===== config.mk =====
export PLATFORM = sky130hd
export DESIGN_NAME = ipv4_fragment_header_gen
export DESIGN_NICKNAME = d
export VERILOG_FILES = /design/src/design/ipv4fhg_pkg.sv /design/src/design/ipv4_fragment_header_gen.sv
export VERILOG_INCLUDE_DIRS = /design/src /design/src/design
export SDC_FILE = /design/constraint.sdc
export NUM_CORES = 1
export LEC_CHECK = 0
export BUFFER_PORTS_ARGS = -buffer_cell sky130_fd_sc_hd__buf_2
export CORE_MARGIN = 5
export CORE_UTILIZATION = 60
export DETAILED_ROUTE_END_ITERATION = 8
export GPL_ROUTABILITY_DRIVEN = 0
export HOLD_SLACK_MARGIN = 0.03
export PLACE_DENSITY = 0.82
export RECOVER_POWER = 100
export SYNTH_ARGS = -nofsm -noshare
export SYNTH_HDL_FRONTEND = slang
export SYNTH_SLANG_ARGS = --single-unit

===== constraint.sdc =====
create_clock -name i_clk -period 10.3 [get_ports i_clk]
set_input_delay 3.09 -clock i_clk [delete_from_list [all_inputs] [get_ports i_clk]]
set_output_delay 3.09 -clock i_clk [all_outputs]
set_load 0.01 [all_outputs]

===== src/design/ipv4_fragment_header_gen_defines.svh =====
// ----------------------------------------------------------------------------
// IPv4 fragment header generator assertion macros
// Shared assertion wrappers; they compile to nothing for synthesis.
// ----------------------------------------------------------------------------
`ifndef IPV4_FRAGMENT_HEADER_GEN_DEFINES_SVH
`define IPV4_FRAGMENT_HEADER_GEN_DEFINES_SVH

`ifndef SYNTHESIS
`define IFHG_ASSERT(lbl, clk, rstn, prop) \
    lbl: assert property (@(posedge clk) disable iff (!rstn) prop) \
        else $error("IPv4 fragment header generator assertion failed");
`define IFHG_NEVER(lbl, clk, rstn, prop) \
    lbl: assert property (@(posedge clk) disable iff (!rstn) !(prop)) \
        else $error("IPv4 fragment header generator forbidden condition");
`else
`define IFHG_ASSERT(lbl, clk, rstn, prop)
`define IFHG_NEVER(lbl, clk, rstn, prop)
`endif

`endif


===== src/design/ipv4fhg_pkg.sv =====
// ----------------------------------------------------------------------------
// IPv4 fragment header generator package
// Sequencer states, header constants and field widths.
// ----------------------------------------------------------------------------
package ipv4fhg_pkg;

    localparam int unsigned LenW    = 16;
    localparam int unsigned AddrW   = 32;
    localparam int unsigned ProtoW  = 8;
    localparam int unsigned TlenW   = 11;
    localparam int unsigned OffW    = 13;
    localparam int unsigned WordW   = 16;
    localparam int unsigned UnitsW  = 8;
    localparam int unsigned SizeW   = UnitsW + 3;
    localparam int unsigned CfgIdxW = 2;
    localparam int unsigned StepW   = 3;

    localparam logic [WordW-1:0]   VerIhlTos = 16'h4500;
    localparam logic [TlenW-1:0]   HdrBytes  = 11'd20;
    localparam logic [UnitsW-1:0]  MinUnits  = 8'd128;
    localparam logic [UnitsW-1:0]  MaxUnits  = 8'd185;
    localparam logic [UnitsW-1:0]  RstUnits  = 8'd185;
    localparam logic [7:0]         RstTtl    = 8'd64;
    localparam logic [StepW-1:0]   LastBaseStep = 3'd6;

    localparam logic [CfgIdxW-1:0] RegLocalIp   = 2'd0;
    localparam logic [CfgIdxW-1:0] RegTtlValue  = 2'd1;
    localparam logic [CfgIdxW-1:0] RegFragUnits = 2'd2;

    typedef enum logic [2:0] {
        S_IDLE,
        S_BASE,
        S_FRAG,
        S_TLEN,
        S_FO,
        S_EMIT
    } t_state;

    // Clamp the fragment size register to the supported range.
    function automatic logic [UnitsW-1:0] clamp_units(input logic [UnitsW-1:0] u);
        logic [UnitsW-1:0] r;
        r = u;
        if (u < MinUnits) r = MinUnits;
        if (u > MaxUnits) r = MaxUnits;
        return r;
    endfunction

endpackage


===== src/design/ipv4_fragment_header_gen.sv =====
// ----------------------------------------------------------------------------
// IPv4 fragment header generator
// Splits a datagram descriptor into fragments and builds each IPv4 header.
// ----------------------------------------------------------------------------
// Usage: one descriptor request on the s_axis channel gives one m_axis
// request per fragment, in order, the final one with tlast set. Fragments
// are frag_units*8 bytes (frag_units clamped to 128..185); the last one
// carries the remainder, so a descriptor yields 1 to 64 fragment headers.
// The configuration channel (i_cfg_*) is always ready and writes local_ip,
// ttl_value or frag_units; the user must make writes only while the block is
// idle; the block itself does not enforce this. Sequence: after acceptance,
// the seven fixed header words are folded into a base checksum on the single
// ones-complement adder. Each fragment then passes four steps (size compare,
// add total length, add flags/offset, load the output register). s_axis_tready
// is high only while no descriptor is in work.
// The output register lets the sequencer work on the next fragment while a
// finished header waits; a receiver stall holds the sequencer at the load
// step until the register frees. Reset clears the sequencer, the output
// valid, the identification counter and sets the registers to defaults.
// ----------------------------------------------------------------------------
`include "ipv4_fragment_header_gen_defines.svh"

module ipv4_fragment_header_gen (
    input  logic        i_clk,
    input  logic        i_rst_n,
    // Descriptor input: tdata = payload_len[15:0], dst_ip[47:16], proto_num[55:48]
    input  logic        s_axis_tvalid,
    output logic        s_axis_tready,
    input  logic [55:0] s_axis_tdata,
    // Header output: tdata = total_len[10:0], ident[26:11], more_frags[27],
    // frag_offset[40:28], hdr_checksum[56:41], zero[63:57]
    output logic        m_axis_tvalid,
    input  logic        m_axis_tready,
    output logic [63:0] m_axis_tdata,
    output logic        m_axis_tlast,
    // Configuration write channel
    input  logic        i_cfg_valid,
    output logic        o_cfg_ready,
    input  logic [1:0]  i_cfg_index,
    input  logic [31:0] i_cfg_data
);

    localparam int unsigned WordW  = ipv4fhg_pkg::WordW;
    localparam int unsigned OutW   = 57;

    // Configuration registers
    logic [ipv4fhg_pkg::AddrW-1:0]  r_local_ip;
    logic [7:0]                     r_ttl;
    logic [ipv4fhg_pkg::UnitsW-1:0] r_frag_units;

    // Descriptor context
    ipv4fhg_pkg::t_state            r_state, n_state;
    logic [ipv4fhg_pkg::LenW-1:0]   r_rem;
    logic [ipv4fhg_pkg::AddrW-1:0]  r_dst;
    logic [ipv4fhg_pkg::ProtoW-1:0] r_proto;
    logic [WordW-1:0]               r_id;
    logic [WordW-1:0]               r_ident_cnt;
    logic [ipv4fhg_pkg::UnitsW-1:0] r_units;
    logic [ipv4fhg_pkg::OffW-1:0]   r_offs;
    logic [ipv4fhg_pkg::StepW-1:0]  r_step;
    logic [ipv4fhg_pkg::TlenW-1:0]  r_chunk;
    logic                           r_fin;
    logic [WordW-1:0]               r_base;
    logic [WordW-1:0]               r_acc;

    // Output register
    logic                           r_out_valid;
    logic [OutW-1:0]                r_out_data;
    logic                           r_out_last;

    logic                           in_fire;
    logic                           out_load;
    logic [ipv4fhg_pkg::SizeW-1:0]  frag_size;
    logic [ipv4fhg_pkg::TlenW-1:0]  tlen;
    logic [WordW-1:0]               flags_off;
    logic [WordW-1:0]               add_a, add_b, add_sum;
    logic [WordW:0]                 add_raw;

    assign o_cfg_ready   = 1'b1;
    assign frag_size     = {r_units, 3'b000};
    assign tlen          = ipv4fhg_pkg::HdrBytes + r_chunk;
    assign flags_off     = {2'b00, ~r_fin, r_offs};

    // Next-state logic
    always_comb begin
        n_state = r_state;
        case (r_state)
            ipv4fhg_pkg::S_IDLE: begin
                if (s_axis_tvalid) n_state = ipv4fhg_pkg::S_BASE;
            end
            ipv4fhg_pkg::S_BASE: begin
                if (r_step == ipv4fhg_pkg::LastBaseStep) n_state = ipv4fhg_pkg::S_FRAG;
            end
            ipv4fhg_pkg::S_FRAG: n_state = ipv4fhg_pkg::S_TLEN;
            ipv4fhg_pkg::S_TLEN: n_state = ipv4fhg_pkg::S_FO;
            ipv4fhg_pkg::S_FO:   n_state = ipv4fhg_pkg::S_EMIT;
            ipv4fhg_pkg::S_EMIT: begin
                if (!r_out_valid || m_axis_tready) begin
                    n_state = r_fin ? ipv4fhg_pkg::S_IDLE : ipv4fhg_pkg::S_FRAG;
                end
            end
            default: n_state = ipv4fhg_pkg::S_IDLE;
        endcase
    end

    // Handshake outputs
    always_comb begin
        s_axis_tready = (r_state == ipv4fhg_pkg::S_IDLE);
        in_fire       = s_axis_tvalid && s_axis_tready;
        out_load      = (r_state == ipv4fhg_pkg::S_EMIT) && (!r_out_valid || m_axis_tready);
        m_axis_tvalid = r_out_valid;
        m_axis_tlast  = r_out_last;
        m_axis_tdata  = {{(64 - OutW){1'b0}}, r_out_data};
    end

    // Shared ones-complement adder with end-around carry
    always_comb begin
        add_a = r_base;
        add_b = '0;
        case (r_state)
            ipv4fhg_pkg::S_BASE: begin
                case (r_step)
                    3'd0:    add_b = ipv4fhg_pkg::VerIhlTos;
                    3'd1:    add_b = r_id;
                    3'd2:    add_b = {r_ttl, r_proto};
                    3'd3:    add_b = r_local_ip[31:16];
                    3'd4:    add_b = r_local_ip[15:0];
                    3'd5:    add_b = r_dst[31:16];
                    default: add_b = r_dst[15:0];
                endcase
            end
            ipv4fhg_pkg::S_TLEN: add_b = {{(WordW - ipv4fhg_pkg::TlenW){1'b0}}, tlen};
            ipv4fhg_pkg::S_FO: begin
                add_a = r_acc;
                add_b = flags_off;
            end
            default: add_b = '0;
        endcase
        add_raw = {1'b0, add_a} + {1'b0, add_b};
        add_sum = add_raw[WordW-1:0] + {{(WordW - 1){1'b0}}, add_raw[WordW]};
    end

    // Control registers
    always_ff @(posedge i_clk) begin
        if (!i_rst_n) begin
            r_state      <= ipv4fhg_pkg::S_IDLE;
            r_out_valid  <= 1'b0;
            r_ident_cnt  <= '0;
            r_local_ip   <= '0;
            r_ttl        <= ipv4fhg_pkg::RstTtl;
            r_frag_units <= ipv4fhg_pkg::RstUnits;
        end else begin
            r_state <= n_state;
            if (out_load) begin
                r_out_valid <= 1'b1;
            end else if (m_axis_tready) begin
                r_out_valid <= 1'b0;
            end
            if (in_fire) r_ident_cnt <= r_ident_cnt + 16'd1;
            if (i_cfg_valid && o_cfg_ready) begin
                case (i_cfg_index)
                    ipv4fhg_pkg::RegLocalIp:   r_local_ip   <= i_cfg_data;
                    ipv4fhg_pkg::RegTtlValue:  r_ttl        <= i_cfg_data[7:0];
                    ipv4fhg_pkg::RegFragUnits: r_frag_units <= i_cfg_data[7:0];
                    default: ;
                endcase
            end
        end
    end

    // Datapath registers
    always_ff @(posedge i_clk) begin
        case (r_state)
            ipv4fhg_pkg::S_IDLE: begin
                r_rem   <= s_axis_tdata[15:0];
                r_dst   <= s_axis_tdata[47:16];
                r_proto <= s_axis_tdata[55:48];
                r_id    <= r_ident_cnt;
                r_units <= ipv4fhg_pkg::clamp_units(r_frag_units);
                r_offs  <= '0;
                r_step  <= '0;
                r_base  <= '0;
            end
            ipv4fhg_pkg::S_BASE: begin
                r_base <= add_sum;
                r_step <= r_step + 3'd1;
            end
            ipv4fhg_pkg::S_FRAG: begin
                // A remainder that fits in one fragment closes the datagram.
                if (r_rem > {{(ipv4fhg_pkg::LenW - ipv4fhg_pkg::SizeW){1'b0}}, frag_size}) begin
                    r_chunk <= frag_size;
                    r_fin   <= 1'b0;
                end else begin
                    r_chunk <= r_rem[ipv4fhg_pkg::TlenW-1:0];
                    r_fin   <= 1'b1;
                end
            end
            ipv4fhg_pkg::S_TLEN: r_acc <= add_sum;
            ipv4fhg_pkg::S_FO:   r_acc <= add_sum;
            ipv4fhg_pkg::S_EMIT: begin
                if (out_load) begin
                    r_out_data <= {~r_acc, r_offs, ~r_fin, r_id, tlen};
                    r_out_last <= r_fin;
                    r_rem      <= r_rem - {{(ipv4fhg_pkg::LenW - ipv4fhg_pkg::TlenW){1'b0}},
                                           r_chunk};
                    r_offs     <= r_offs + {{(ipv4fhg_pkg::OffW - ipv4fhg_pkg::UnitsW){1'b0}},
                                            r_units};
                end
            end
            default: ;
        endcase
    end

    // The final header of a datagram never claims more fragments.
    `IFHG_ASSERT(a_last_no_more, i_clk, i_rst_n, m_axis_tvalid && m_axis_tlast |-> !m_axis_tdata[27])
    // Total length stays between a bare header and a 1500-byte packet.
    `IFHG_NEVER(a_tlen_range, i_clk, i_rst_n, m_axis_tvalid && (m_axis_tdata[10:0] > 11'd1500 || m_axis_tdata[10:0] < 11'd20))
    // Identification advances by exactly one per accepted descriptor.
    `IFHG_ASSERT(a_ident_step, i_clk, i_rst_n, in_fire |=> r_ident_cnt == $past(r_ident_cnt) + 16'd1)
    // A non-final fragment is always a full one.
    `IFHG_ASSERT(a_full_frag, i_clk, i_rst_n, out_load && !r_fin |-> r_chunk == frag_size)

endmodule


==> flow_summary.rst <==
.. list-table::
   :header-rows: 1

   * - Metric
     - Value
   * - CTS-repair resized insts
     - 0
   * - Number of top-level pins
     - 163
   * - Endpoints failing hold
     - 0
   * - Worst path setup slack after routing
     - 3240 ps
   * - Largest net degree at the start of global routing
     - about 70
   * - Primary FF master, synth
     - edfxtp_1
   * - Worst hold path depth
     - 0
   * - Top routing layer in use
     - met4
   * - Sequential-to-total area share from yosys stat
     - 57.5%
   * - Number of antenna violations at the first check in global routing
     - 0
   * - Amount of wire on met3 after detailed routing
     - roughly 2.7 mm
   * - Detailed route wirelength on metal2
     - 14.3 mm
   * - Biggest area contributors in the synthesized netlist
     - edfxtp_1 47%, dfxtp_1 11%, ha_1 5.1%, nand2_1 4.3%, xnor2_1 2.9%
   * - Initial core utilization
     - between 60% and 70%
   * - Cell with the largest stage delay on the worst path
     - clkbuf_1
   * - Worst Path Required
     - between 10000 and 15000 ps
   * - Pin slew with the least headroom to its limit
     - 3480 ps
   * - Number of maximum-capacitance constraint violations
     - 5
   * - Antenna-violating nets left
     - 0
   * - FF-to-FF End
     - r_rem[10]
   * - Clock-pin slew on the worst setup and hold paths
     - 60 ps
   * - Count of standard-cell rows
     - 53
   * - Ratio of total power to cell area
     - 252 mW/mm^2
   * - Peak supply drop
     - 173 uV
   * - Class of the most critical hold timing path
     - register to register
   * - Core Box Area
     - 0.0210 mm^2
   * - Clock sinks
     - 266
   * - Library cell occupying the most area in the post-synthesis netlist
     - edfxtp_1
   * - Proportion of layout cells with a drive suffix above 1
     - approximately an eighth
   * - Worst flop-to-flop path startpoint
     - r_state[1]
   * - Failing checks
     - capacitance limit, slew limit
   * - Number of nets in the final layout
     - 1414
   * - Final HPWL from detailed placement
     - between 20 and 25 mm
   * - Via count of the first global-routing pass
     - 8931
   * - Clock Latency Late Sink
     - roughly 550 ps
   * - End point of the worst hold path
     - r_id[15]
   * - IO Port Bufs
     - 154
   * - Standby leakage power
     - 5.59 nW
   * - Remaining design rule violation count
     - 0
   * - Total via count after detailed routing
     - 9098
   * - Number of warnings printed during yosys synthesis
     - 0
   * - Total of endpoints with negative setup slack in the final report
     - 0
   * - Share of Yosys cell area claimed by the top area cell type
     - 46.8%
   * - Leading cell types in the layout, fill and taps excluded
     - 198 x edfxtp_1, 147 x nand2_1, 84 x buf_2, 78 x clkbuf_1, 68 x dfxtp_1
   * - Setup slack on the worst flop-to-flop path
     - 3240 ps
   * - # Post-CTS Setup Buffers
     - 0
   * - FF/Latch Area
     - 0.00731 mm^2
   * - Die extent in x
     - 156 um
   * - Global router's overall resource usage
     - 24.8%
   * - Post-synthesis async set-or-reset flop share
     - 0%
   * - Arrival time reported for the critical path endpoint
     - between 7000 and 8000 ps
   * - Number of register bits inferred by synthesis
     - 266
   * - Post-synth cell types
     - 67
   * - Maximum achievable frequency
     - 0.142 GHz
   * - Worst max-slew margin expressed relative to the limit
     - -132%
   * - Wire length of the first global-routing pass
     - around 47 mm
   * - Pre-CTS setup slack
     - around 3900 ps
   * - Number of diodes added for antenna fixing
     - 0
   * - Clock tree from TritonCTS
     - yes
   * - Shortest period the worst path allows
     - around 7100 ps
   * - Unrepaired setup endpoints after global routing
     - false
   * - WL met1
     - approximately 12 mm
   * - Area occupied by multi-input gates
     - 0.00494 mm^2
   * - Gate Count Post-Synth
     - about 1100
   * - Number of clock buffers inserted by TritonCTS
     - 26
   * - Commonest non-fill, non-tap cell in the layout
     - edfxtp_1
   * - Clock tree root driver cell
     - clkbuf_16
   * - R2R depth
     - 6
   * - Cell area after technology mapping
     - 0.0127 mm^2
   * - Startpoint type of the worst setup path
     - register
   * - Kind of critical path
     - register to register
   * - Type of element capturing the critical path
     - register
   * - Mapped Avg Cell Area
     - 11.3 um^2
   * - Post-route setup TNS
     - 0 ps
   * - Final period util
     - between 60% and 70%
   * - Result of the run
     - finished with violations
   * - Post-DR vias/cell
     - 5.84
   * - Drt pass-1 iters
     - 7
   * - Largest fanout on the critical path
     - 65
   * - Total wirelength of the detailed-routed design
     - 30.5 mm
   * - Critical hold path startpoint
     - r_ident_cnt[15]
   * - Number of enable flip-flop cells after synthesis
     - just under 200
   * - Clock tree skew after final layout
     - ~12 ps
   * - GRT Residual Overflow
     - 0
   * - Total of hold buffers inserted after clock tree synthesis
     - 0
   * - Number of fillers in the final layout
     - roughly 1600
   * - Die area
     - 0.0242 mm^2
   * - Signed area change from the synthesized netlist to the final layout
     - 13.4%
   * - Routed WL per cell
     - ~20 um
   * - Number of buffers on the longest clock path
     - 3
   * - Vertical extent of the die
     - 156 um
   * - Ordered list of cells on the worst path
     - nor2_1, clkbuf_1, inv_1, nor2_1, clkbuf_1, or2_0
   * - First DRT Iteration DRCs
     - roughly 1100
   * - Maximum level of the CTS H-tree
     - 1
   * - Maximum cell stage delay along the critical path
     - 2500 ps
   * - Final Power
     - 0.00363 W
   * - Slew Limit Fails
     - 274
-- per-stage QoR --
stage                     instances  util [%]  cell area, um^2  hold slack (ps)
after floorplan                1131         -            12700              426
after global placement         1511      65.3            13700              431
after detailed placement       1511      65.3            13700              446
after CTS                      1559      69.4            14500              461
after global routing           1559      68.7            14400              469
final                          1559      68.7            14400              453
-- cells in the mapped netlist, types with 24 or more instances --
master / instances
mux2_2: 24
nor2_1: 54
edfxtp_1: 198
clkbuf_1: 45
o21ai_0: 56
nand2_1: 147
a21oi_1: 46
nor2b_1: 34
xnor2_1: 42
a21boi_0: 43
dfxtp_1: 68
ha_1: 52
inv_1: 65
-- how the worst max path moves through the flow --
stage	from	end	cells past startpoint
finish	r_state[1]	r_rem[10]	6
CTS	r_step[2]	r_base[15]	25
global placement	r_step[2]	r_base[8]	25
floorplan	r_state[2]	s_axis_tready	4
global route	r_state[1]	r_rem[14]	6
detailed placement	r_step[2]	r_base[15]	25
-- critical path: cells and delay by family, from the launching register on --
kind                   cells  cell delay, ps
AND/OR/NAND/NOR            3            2330
buffers and inverters      3            3690
flip-flops                 1             570
-- routing by layer --
layer / vias to the layer above / GRT usage [%]
met2: 419 / 40.4
met5: - / 0
li1: 4320 / -
met4: 0 / 9.63
met1: 4271 / 33.0
met3: 88 / 4.98
-- flip-flops by register name, indices dropped and copies added (netlist names), 11 cells and up --
name	count
r_out_data	57
r_offs	13
r_id	16
r_dst	32
r_rem	16
r_local_ip	32
r_acc	16
r_ident_cnt	16
r_chunk	11
r_base	16
-- cells by family after synthesis --
kind of cell / count (synthesis) / synth area share (%)
xor gates and xnor gates: 61 / 4.31
DFF: 266 / 57.5
buffers and inverters: 119 / 3.76
and+or+nand+nor: 344 / 13.0
muxes: 33 / 2.84
AOI/OAI and AO/OA: 243 / 12.9
other: 2 / 0.0591
adders and majority gates: 55 / 5.59
-- final cells by class --
cell class / count / share of cell area [%]
Multi-Input combinational cell: 746 / 34.3
Inverter: 65 / 1.69
Clock inverter: 13 / 0.938
Tap cell: 275 / 2.39
Sequential cell: 266 / 50.7
Timing Repair Buffer: 159 / 4.92
Clock buffer: 35 / 5.03
-- report_power, final --
part	total [W]	switching [W]	internal, W
sequential	0.00157	0.000140	0.00143
combinational	0.00111	0.000678	0.000430
clock	0.000948	0.000402	0.000545
Power figures use the tool's default switching activity.
